### src/rtl/min_bond_length_by_species_pair_unit_assert.svh
// assertion macros for the minimum bond length unit
// no dependencies; included by mblsp_ctrl, which checks its own logic
`ifndef MIN_BOND_LENGTH_BY_SPECIES_PAIR_UNIT_ASSERT_SVH
`define MIN_BOND_LENGTH_BY_SPECIES_PAIR_UNIT_ASSERT_SVH
`ifndef SYNTHESIS
// checked property, masked while reset is low
`define MBL_ASSERT(lbl, clk, rst_n, prop) \
  lbl: assert property (@(posedge clk) disable iff (!rst_n) prop) \
    else $error("mbl assertion failed");
// checked property that also watches the reset cycles
`define MBL_ASSERT_RST(lbl, clk, prop) \
  lbl: assert property (@(posedge clk) prop) \
    else $error("mbl reset assertion failed");
`else
`define MBL_ASSERT(lbl, clk, rst_n, prop)
`define MBL_ASSERT_RST(lbl, clk, prop)
`endif
`endif

### src/rtl/mblsp_pkg.sv
// shared types and constants of the minimum bond length unit
// no dependencies
package mblsp_pkg;

  localparam int POS_W   = 24;
  localparam int DIST_W  = 24;
  localparam int SQ_W    = 2 * DIST_W;
  localparam int SUM_W   = SQ_W + 2;
  localparam int SQRT_STEPS = DIST_W;

  localparam logic [DIST_W-1:0] CUTOFF_RESET = 24'd851968;
  localparam logic [SQ_W-1:0] CUTOFF_SQ_RESET =
    SQ_W'(CUTOFF_RESET) * SQ_W'(CUTOFF_RESET);

  localparam logic [1:0] SPECIES_AFE = 2'd1;
  localparam logic [1:0] SPECIES_DFE = 2'd2;
  localparam logic [1:0] SPECIES_O   = 2'd3;

  localparam logic [1:0] CLASS_AFE_O   = 2'd0;
  localparam logic [1:0] CLASS_DFE_O   = 2'd1;
  localparam logic [1:0] CLASS_AFE_DFE = 2'd2;
  localparam logic [1:0] CLASS_DFE_DFE = 2'd3;
  localparam int NUM_CLASSES = 4;

  typedef struct packed {
    logic [1:0]       species;
    logic [POS_W-1:0] x;
    logic [POS_W-1:0] y;
    logic [POS_W-1:0] z;
  } atom_t;

  typedef enum logic [2:0] {
    ST_LOAD,
    ST_SEARCH,
    ST_DRAIN,
    ST_SQRT_GO,
    ST_SQRT_WAIT,
    ST_EMIT
  } ctl_state_t;

  typedef struct packed {
    logic       init_min;
    logic       issue;
    logic       sqrt_start;
    logic       emit;
    logic       last_emit;
    logic [1:0] out_class;
  } ctl_cmd_t;

  typedef struct packed {
    logic pipe_busy;
    logic sqrt_done;
    logic out_free;
  } ctl_sts_t;

endpackage

### src/rtl/mblsp_ctrl.sv
// controller: atom loading, pair loop, sqrt and emit sequencing
// depends on mblsp_pkg and the assertion macro header
`include "min_bond_length_by_species_pair_unit_assert.svh"
module mblsp_ctrl #(
  parameter int MAX_ATOMS = 64
) (
  input  logic                          clk,
  input  logic                          rst_n,
  input  logic                          in_valid,
  input  logic                          in_is_last,
  output logic                          in_ready,
  output logic                          wr_en,
  output logic [$clog2(MAX_ATOMS)-1:0]  wr_addr,
  output logic [$clog2(MAX_ATOMS)-1:0]  rd_addr_a,
  output logic [$clog2(MAX_ATOMS)-1:0]  rd_addr_b,
  output mblsp_pkg::ctl_cmd_t           cmd,
  input  mblsp_pkg::ctl_sts_t           sts
);
  import mblsp_pkg::*;

  localparam int IW = $clog2(MAX_ATOMS);
  localparam int CW = $clog2(MAX_ATOMS + 1);
  localparam logic [CW-1:0] MAX_CNT = CW'(MAX_ATOMS);

  ctl_state_t    state_r, state_nxt;
  logic [CW-1:0] count_r, count_nxt;
  logic [IW-1:0] i_r, i_nxt;
  logic [IW-1:0] j_r, j_nxt;
  logic [1:0]    k_r, k_nxt;
  logic [CW-1:0] last_idx;

  assign last_idx  = count_r - 1'b1;
  assign wr_addr   = count_r[IW-1:0];
  assign rd_addr_a = i_r;
  assign rd_addr_b = j_r;

  always_ff @(posedge clk) begin
    if (!rst_n) begin
      state_r <= ST_LOAD;
      count_r <= '0;
      i_r     <= '0;
      j_r     <= '0;
      k_r     <= '0;
    end else begin
      state_r <= state_nxt;
      count_r <= count_nxt;
      i_r     <= i_nxt;
      j_r     <= j_nxt;
      k_r     <= k_nxt;
    end
  end

  always_comb begin
    state_nxt     = state_r;
    count_nxt     = count_r;
    i_nxt         = i_r;
    j_nxt         = j_r;
    k_nxt         = k_r;
    in_ready      = 1'b0;
    wr_en         = 1'b0;
    cmd           = '0;
    cmd.out_class = k_r;
    unique case (state_r)
      ST_LOAD: begin
        in_ready = 1'b1;
        if (in_valid) begin
          // a full store drops the atom
          if (count_r < MAX_CNT) begin
            wr_en     = 1'b1;
            count_nxt = count_r + 1'b1;
          end
          if (in_is_last) begin
            cmd.init_min = 1'b1;
            i_nxt        = '0;
            j_nxt        = '0;
            state_nxt    = ST_SEARCH;
          end
        end
      end
      ST_SEARCH: begin
        cmd.issue = (i_r != j_r);
        if (CW'(j_r) == last_idx) begin
          j_nxt = '0;
          if (CW'(i_r) == last_idx) begin
            state_nxt = ST_DRAIN;
          end else begin
            i_nxt = i_r + 1'b1;
          end
        end else begin
          j_nxt = j_r + 1'b1;
        end
      end
      ST_DRAIN: begin
        if (!sts.pipe_busy) begin
          count_nxt = '0;
          k_nxt     = '0;
          state_nxt = ST_SQRT_GO;
        end
      end
      ST_SQRT_GO: begin
        cmd.sqrt_start = 1'b1;
        state_nxt      = ST_SQRT_WAIT;
      end
      ST_SQRT_WAIT: begin
        if (sts.sqrt_done) state_nxt = ST_EMIT;
      end
      ST_EMIT: begin
        if (sts.out_free) begin
          cmd.emit      = 1'b1;
          cmd.last_emit = (k_r == CLASS_DFE_DFE);
          if (k_r == CLASS_DFE_DFE) begin
            state_nxt = ST_LOAD;
          end else begin
            k_nxt     = k_r + 1'b1;
            state_nxt = ST_SQRT_GO;
          end
        end
      end
      default: begin
        state_nxt = ST_LOAD;
      end
    endcase
  end

  `MBL_ASSERT(a_done_only_waiting, clk, rst_n, sts.sqrt_done |-> state_r == ST_SQRT_WAIT)
  `MBL_ASSERT(a_pipe_empty_at_sqrt, clk, rst_n, state_r == ST_SQRT_GO |-> !sts.pipe_busy)
  `MBL_ASSERT(a_count_bound, clk, rst_n, count_r <= MAX_CNT)
  `MBL_ASSERT(a_last_emit_to_load, clk, rst_n, cmd.last_emit |=> state_r == ST_LOAD)
  `MBL_ASSERT_RST(a_reset_clears, clk, !rst_n |=> state_r == ST_LOAD && count_r == '0)

endmodule

### config.mk
export PLATFORM = sky130hd
export DESIGN_NAME = mblsp_ctrl
export DESIGN_NICKNAME = d
export VERILOG_FILES = /design/src/rtl/mblsp_pkg.sv /design/src/rtl/mblsp_ctrl.sv
export VERILOG_INCLUDE_DIRS = /design/src /design/src/rtl
export SDC_FILE = /design/constraint.sdc
export NUM_CORES = 1
export LEC_CHECK = 0
export BUFFER_PORTS_ARGS = -buffer_cell sky130_fd_sc_hd__buf_2
export CAP_MARGIN = 20
export CORE_MARGIN = 2
export CORE_UTILIZATION = 59
export DETAILED_ROUTE_END_ITERATION = 8
export GPL_ROUTABILITY_DRIVEN = 0
export PLACE_DENSITY = 0.92
export SLEW_MARGIN = 20
export SYNTH_ARGS = -nofsm -noshare
export SYNTH_HDL_FRONTEND = slang
export SYNTH_SLANG_ARGS = --single-unit
### constraint.sdc
create_clock -name clk -period 7.5 [get_ports clk]
set_clock_uncertainty 0.15 [all_clocks]
set_input_delay 1.125 -clock clk [delete_from_list [all_inputs] [get_ports clk]]
set_output_delay 1.125 -clock clk [all_outputs]
set_load 0.02 [all_outputs]
# Word-level counts from Yosys, hierarchy flattened
# Index checks and enable logic that the tools add are counted.
dict set report word_totals {
  ff_bits 24
  in_bits 7
  output_inout_bits 27
}
dict set report classes {
  addsub 5
  magnitude_cmp 1
  n_eq_ne 19
  mux 35
  reduce_logical 9
}
# op count
set ops {}
lappend ops {{$mux W6} 5}
lappend ops {{$pmux W6 S2} 2}
lappend ops {{$mux W3} 7}
lappend ops {{$mux W7} 3}
lappend ops {{$ne A2 B2 Y1 const B} 10}
lappend ops {{$pmux W3 S6} 1}
lappend ops {{$eq A6 B7 Y1} 2}
lappend ops {{$pmux W7 S2} 1}
lappend ops {{$add A6 B1 Y6 const B} 2}
lappend ops {{$mux W2} 6}
lappend ops {{$mux W1} 9}
lappend ops {{$reduce_and A4 Y1} 2}
lappend ops {{$add A7 B1 Y7 const B} 1}
lappend ops {{$lt A7 B7 Y1 const B} 1}
lappend ops {{$reduce_and A7 Y1} 1}
lappend ops {{$sub A7 B1 Y7 const B} 1}
lappend ops {{$eq A3 B2 Y1 const B} 2}
lappend ops {{$eq A3 B3 Y1 const B} 2}
lappend ops {{$ne A6 B6 Y1} 1}
lappend ops {{$reduce_bool A2 Y1} 3}
lappend ops {{$reduce_and A5 Y1} 1}
lappend ops {{$pmux W2 S2} 1}
lappend ops {{$eq A3 B1 Y1 const B} 1}
lappend ops {{$logic_not A3 Y1} 1}
lappend ops {{other kinds (3)} 3}

# Logic depth before layout (Yosys ltp)
dict set report logic_depth {
  ltp_word 5
  mapped_depth 9
  depth_no_buf 8
}

# Worst setup path after synthesis
# Ideal clock, no wire load.
dict set report synth_timing {
  kind {in2out}
  from {input port in_valid}
  to {output port cmd[6] in the netlist's numbering}
  arrival_ns 1.952
  t_required_ns 6.225
  path_slack_ns 4.273
  path_stages 4
  n_path_buf 1
  path_cell_list {a21oi_1 -> or3_1 -> clkbuf_1 -> nor2_1}
}
# element line
set synth_rtl {}
lappend synth_rtl {{start, declared} mblsp_ctrl.sv:9} ;# input logic in_valid,
lappend synth_rtl {{end, declared} mblsp_ctrl.sv:16} ;# output mblsp_pkg::ctl_cmd_t cmd,

==> flow_summary.json <==
{
  "outcome": "finished, violations left",
  "failed_checks": "DRC",
  "finish.instance_area_mm2": 0.00189,
  "crit_family": "simple AND/OR/NAND/NOR gates",
  "postCtsResizedCells": 0,
  "max_clock_freq_mhz": 294,
  "placedInstanceArea_mm2": 0.00186,
  "ys_seq_area_share_pct": 27.2,
  "core_area_mm2": 0.00281,
  "fin_crit_ps": 3410,
  "post_route_cells_drive_above_1_share_pct": 18.8,
  "postCtsSetupBuffers": 0,
  "dieArea_mm2": 0.00344,
  "final_max_slew_viol_count": 0,
  "total_leakage_power_nw": 0.841,
  "design_power_total_uw": 450,
  "max_slew_margin_pct": 48.5,
  "first_global_vias": 1526,
  "pin_count": 34,
  "clk_transition_reported_paths_ps": 130,
  "cts_tree": "yes",
  "data_arrival_at_the_endpoint_of_the_critical_path_ps": 2130,
  "ir_worst_vdd_uv": 150,
  "antenna_found_initial": 0,
  "chipWidth_um": 58.7,
  "cts_sinks": 24,
  "cts-buffers-inserted": 3,
  "timing.max_cap.violations": 0,
  "floorplan.initialDensity_pct": 62.9,
  "die_height_um": 58.7,
  "tightestPinTransition_ps": 767,
  "global_route_wire_length_before_repair_mm": 7.02,
  "clock_h_tree_levels": 1,
  "worstSetupPathDepth": 4,
  "hold-path-cell-count": 2,
  "placement.io_buffers": 33,
  "route.detailed.vias_per_inst": 6.23,
  "design.final.nets": 253,
  "crit_buf_inv": 1,
  "area_growth_syn_to_layout_pct": 7.31,
  "max_stage_delay_ps": 610,
  "gr-total-overflow": 0,
  "synthesis.yosys.warnings": 0,
  "cts.root.buffer_cell": "sky130_fd_sc_hd__clkbuf_4",
  "setup_viol": 0,
  "synth.cell_area_mm2": 0.00176,
  "clock_tree.buffer_depth": 2,
  "critical_path.max_fanout": 10,
  "power_density_mw_per_mm2": 238,
  "initialDrtViolationCount": 77,
  "crit_path_top_delay_cell": "sky130_fd_sc_hd__nor2b_1",
  "ys.flop_type": "sky130_fd_sc_hd__dfxtp_1",
  "wire_length_after_detailed_routing_mm": 4.13,
  "post_synth.cell_area_avg_um2": 7.88,
  "crit_path_class": "register to output pin",
  "grt.total_usage_pct": 26.3,
  "routed-via-count": 1689,
  "fin_util_pct": 67.5,
  "synth_enable_flop_cells": 0,
  "period_share_pct": 45.4,
  "detail_route.drc_violations": 2,
  "netlist-cell-type-count": 52,
  "firstDrtPassIters": 6,
  "postSynth.asyncResetShare_pct": 0,
  "clk_latency_ps": 320,
  "synth_nets": 236,
  "cell_mode_on_critical_path": "sky130_fd_sc_hd__nor2b_1",
  "antenna_violating_nets_left": 0,
  "ys_top_cells_by_area": "sky130_fd_sc_hd__dfxtp_1 (27%), sky130_fd_sc_hd__xnor2_1 (8.4%), sky130_fd_sc_hd__xor2_1 (7.0%)",
  "cts_hold_buf": 0,
  "synth_area_leader_cell": "sky130_fd_sc_hd__dfxtp_1",
  "rsz0062_at_grt": "false",
  "largest_net_degree_at_the_start_of_global_routing": 17,
  "postSynthCellCount": 224,
  "ys_seq_elements": 24,
  "end_kind": "output pin",
  "timing.reg2reg.worst_path_depth": 8,
  "place_hpwl_mm": 3.02,
  "timing.critical_path.required_ps": 6220,
  "final.setup.tns_ps": 0,
  "finalHoldViolCount": 0,
  "critical_path.cell_chain": "nor2b_1 -> nor2b_1 -> nor2_1 -> buf_2",
  "critPathLaunchType": "register",
  "fraction_of_post_synthesis_cell_area_in_the_top_cell_type_by_area_pct": 27.2,
  "fill_cell_count": 247,
  "worst_hold_path_type": "register to register",
  "wirelength_per_cell_um": 15.2,
  "num_antenna_cells": 0,
  "core.rowCount": 19
}
layout make-up:
class	instances	area, um2	area share [%]
multi-input combinational	169	1130	59.9
sequential	24	480	25.4
timing repair buffer	33	165	8.72
tap	31	38.8	2.05
inverter	10	37.5	1.98
clock buffer	4	36.3	1.92
per-stage QoR:
step | cells | hold WS (ps) | setup WS (ps)
3_5_place_dp | 267 | 360 | 4140
4_1_cts | 271 | 379 | 4140
3_3_place_gp | 267 | 347 | 4160
6_report | 271 | 377 | 4090
5_1_grt | 271 | 405 | 3970
2_1_floorplan | 224 | 342 | 4270
Yosys cell counts, drive strengths merged, types with 3 or more instances:
master / number
a21oi: 8
a31oi: 6
and3: 6
buf: 10
clkbuf: 11
dfxtp: 24
ha: 5
inv: 10
nand2: 18
nand3: 6
nand4: 7
nor2: 19
nor2b: 3
nor3: 7
nor4: 7
o211ai: 3
o21ai: 9
or3: 7
xnor2: 17
xor2: 14
power by group:
| part | leakage, nW | internal [mW] | switching [mW] |
|---|---|---|---|
| Combinational | 0.626 | 0.0847 | 0.134 |
| Clock | 0.0210 | 0.0297 | 0.0411 |
| Sequential | 0.194 | 0.138 | 0.0231 |
| Total | 0.841 | 0.252 | 0.198 |
worst min-delay path, delay by kind of cell (launching register included):
family | cells | cell delay [ps]
flip-flops | 1 | 360
AO/OA/AOI/OAI | 2 | 130
worst paths after layout:
check,start,to,slack [ps]
max,state_r[0]$_SDFFE_PN0P_,cmd[6],4090
min,k_r[0]$_SDFFE_PN0P_,k_r[0]$_SDFFE_PN0P_,380
max reg2reg,count_r[0]$_SDFFE_PN0P_,rd_addr_a[1]$_SDFFE_PN0P_,4340
min reg2reg,k_r[0]$_SDFFE_PN0P_,k_r[0]$_SDFFE_PN0P_,380
cell usage in the layout, fill, tap and decap left out, drive strengths merged, types with 5 or more instances in the layout:
cell,count
nor2,19
xnor2,17
o21ai,9
dfxtp,24
nor3,7
nand4,7
buf,33
nor4,7
ha,5
nand2,18
nand3,6
and3,6
a31oi,6
xor2,14
or3,7
inv,10
a21oi,8
cells by family after synthesis:
logic type | count (synthesis) | share of synthesized area [%]
AOI/OAI and AO/OA | 39 | 14.6
xor gates and xnor gates | 32 | 16.7
adders and majority gates | 5 | 3.55
buffers and inverters | 31 | 8.44
DFF | 24 | 27.2
muxes | 1 | 0.567
and+or+nand+nor | 92 | 28.9
flip-flops by register name, indices dropped and copies added, names as in the netlist:
name / cells
k_r: 2
rd_addr_b: 6
rd_addr_a: 6
count_r: 7
state_r: 3
per-layer routing:
metal | part of all wire, % | vias up | wire length [um] | GRT usage (%)
met5 | 0 | - | 0 | 0
met4 | 1.3 | 0 | 55 | 5.84
met3 | 6.1 | 7 | 253 | 5.05
met2 | 48 | 63 | 1990 | 43.0
met1 | 44 | 806 | 1830 | 36.2
li1 | - | 813 | - | -
(Power assumes the default switching activity.)
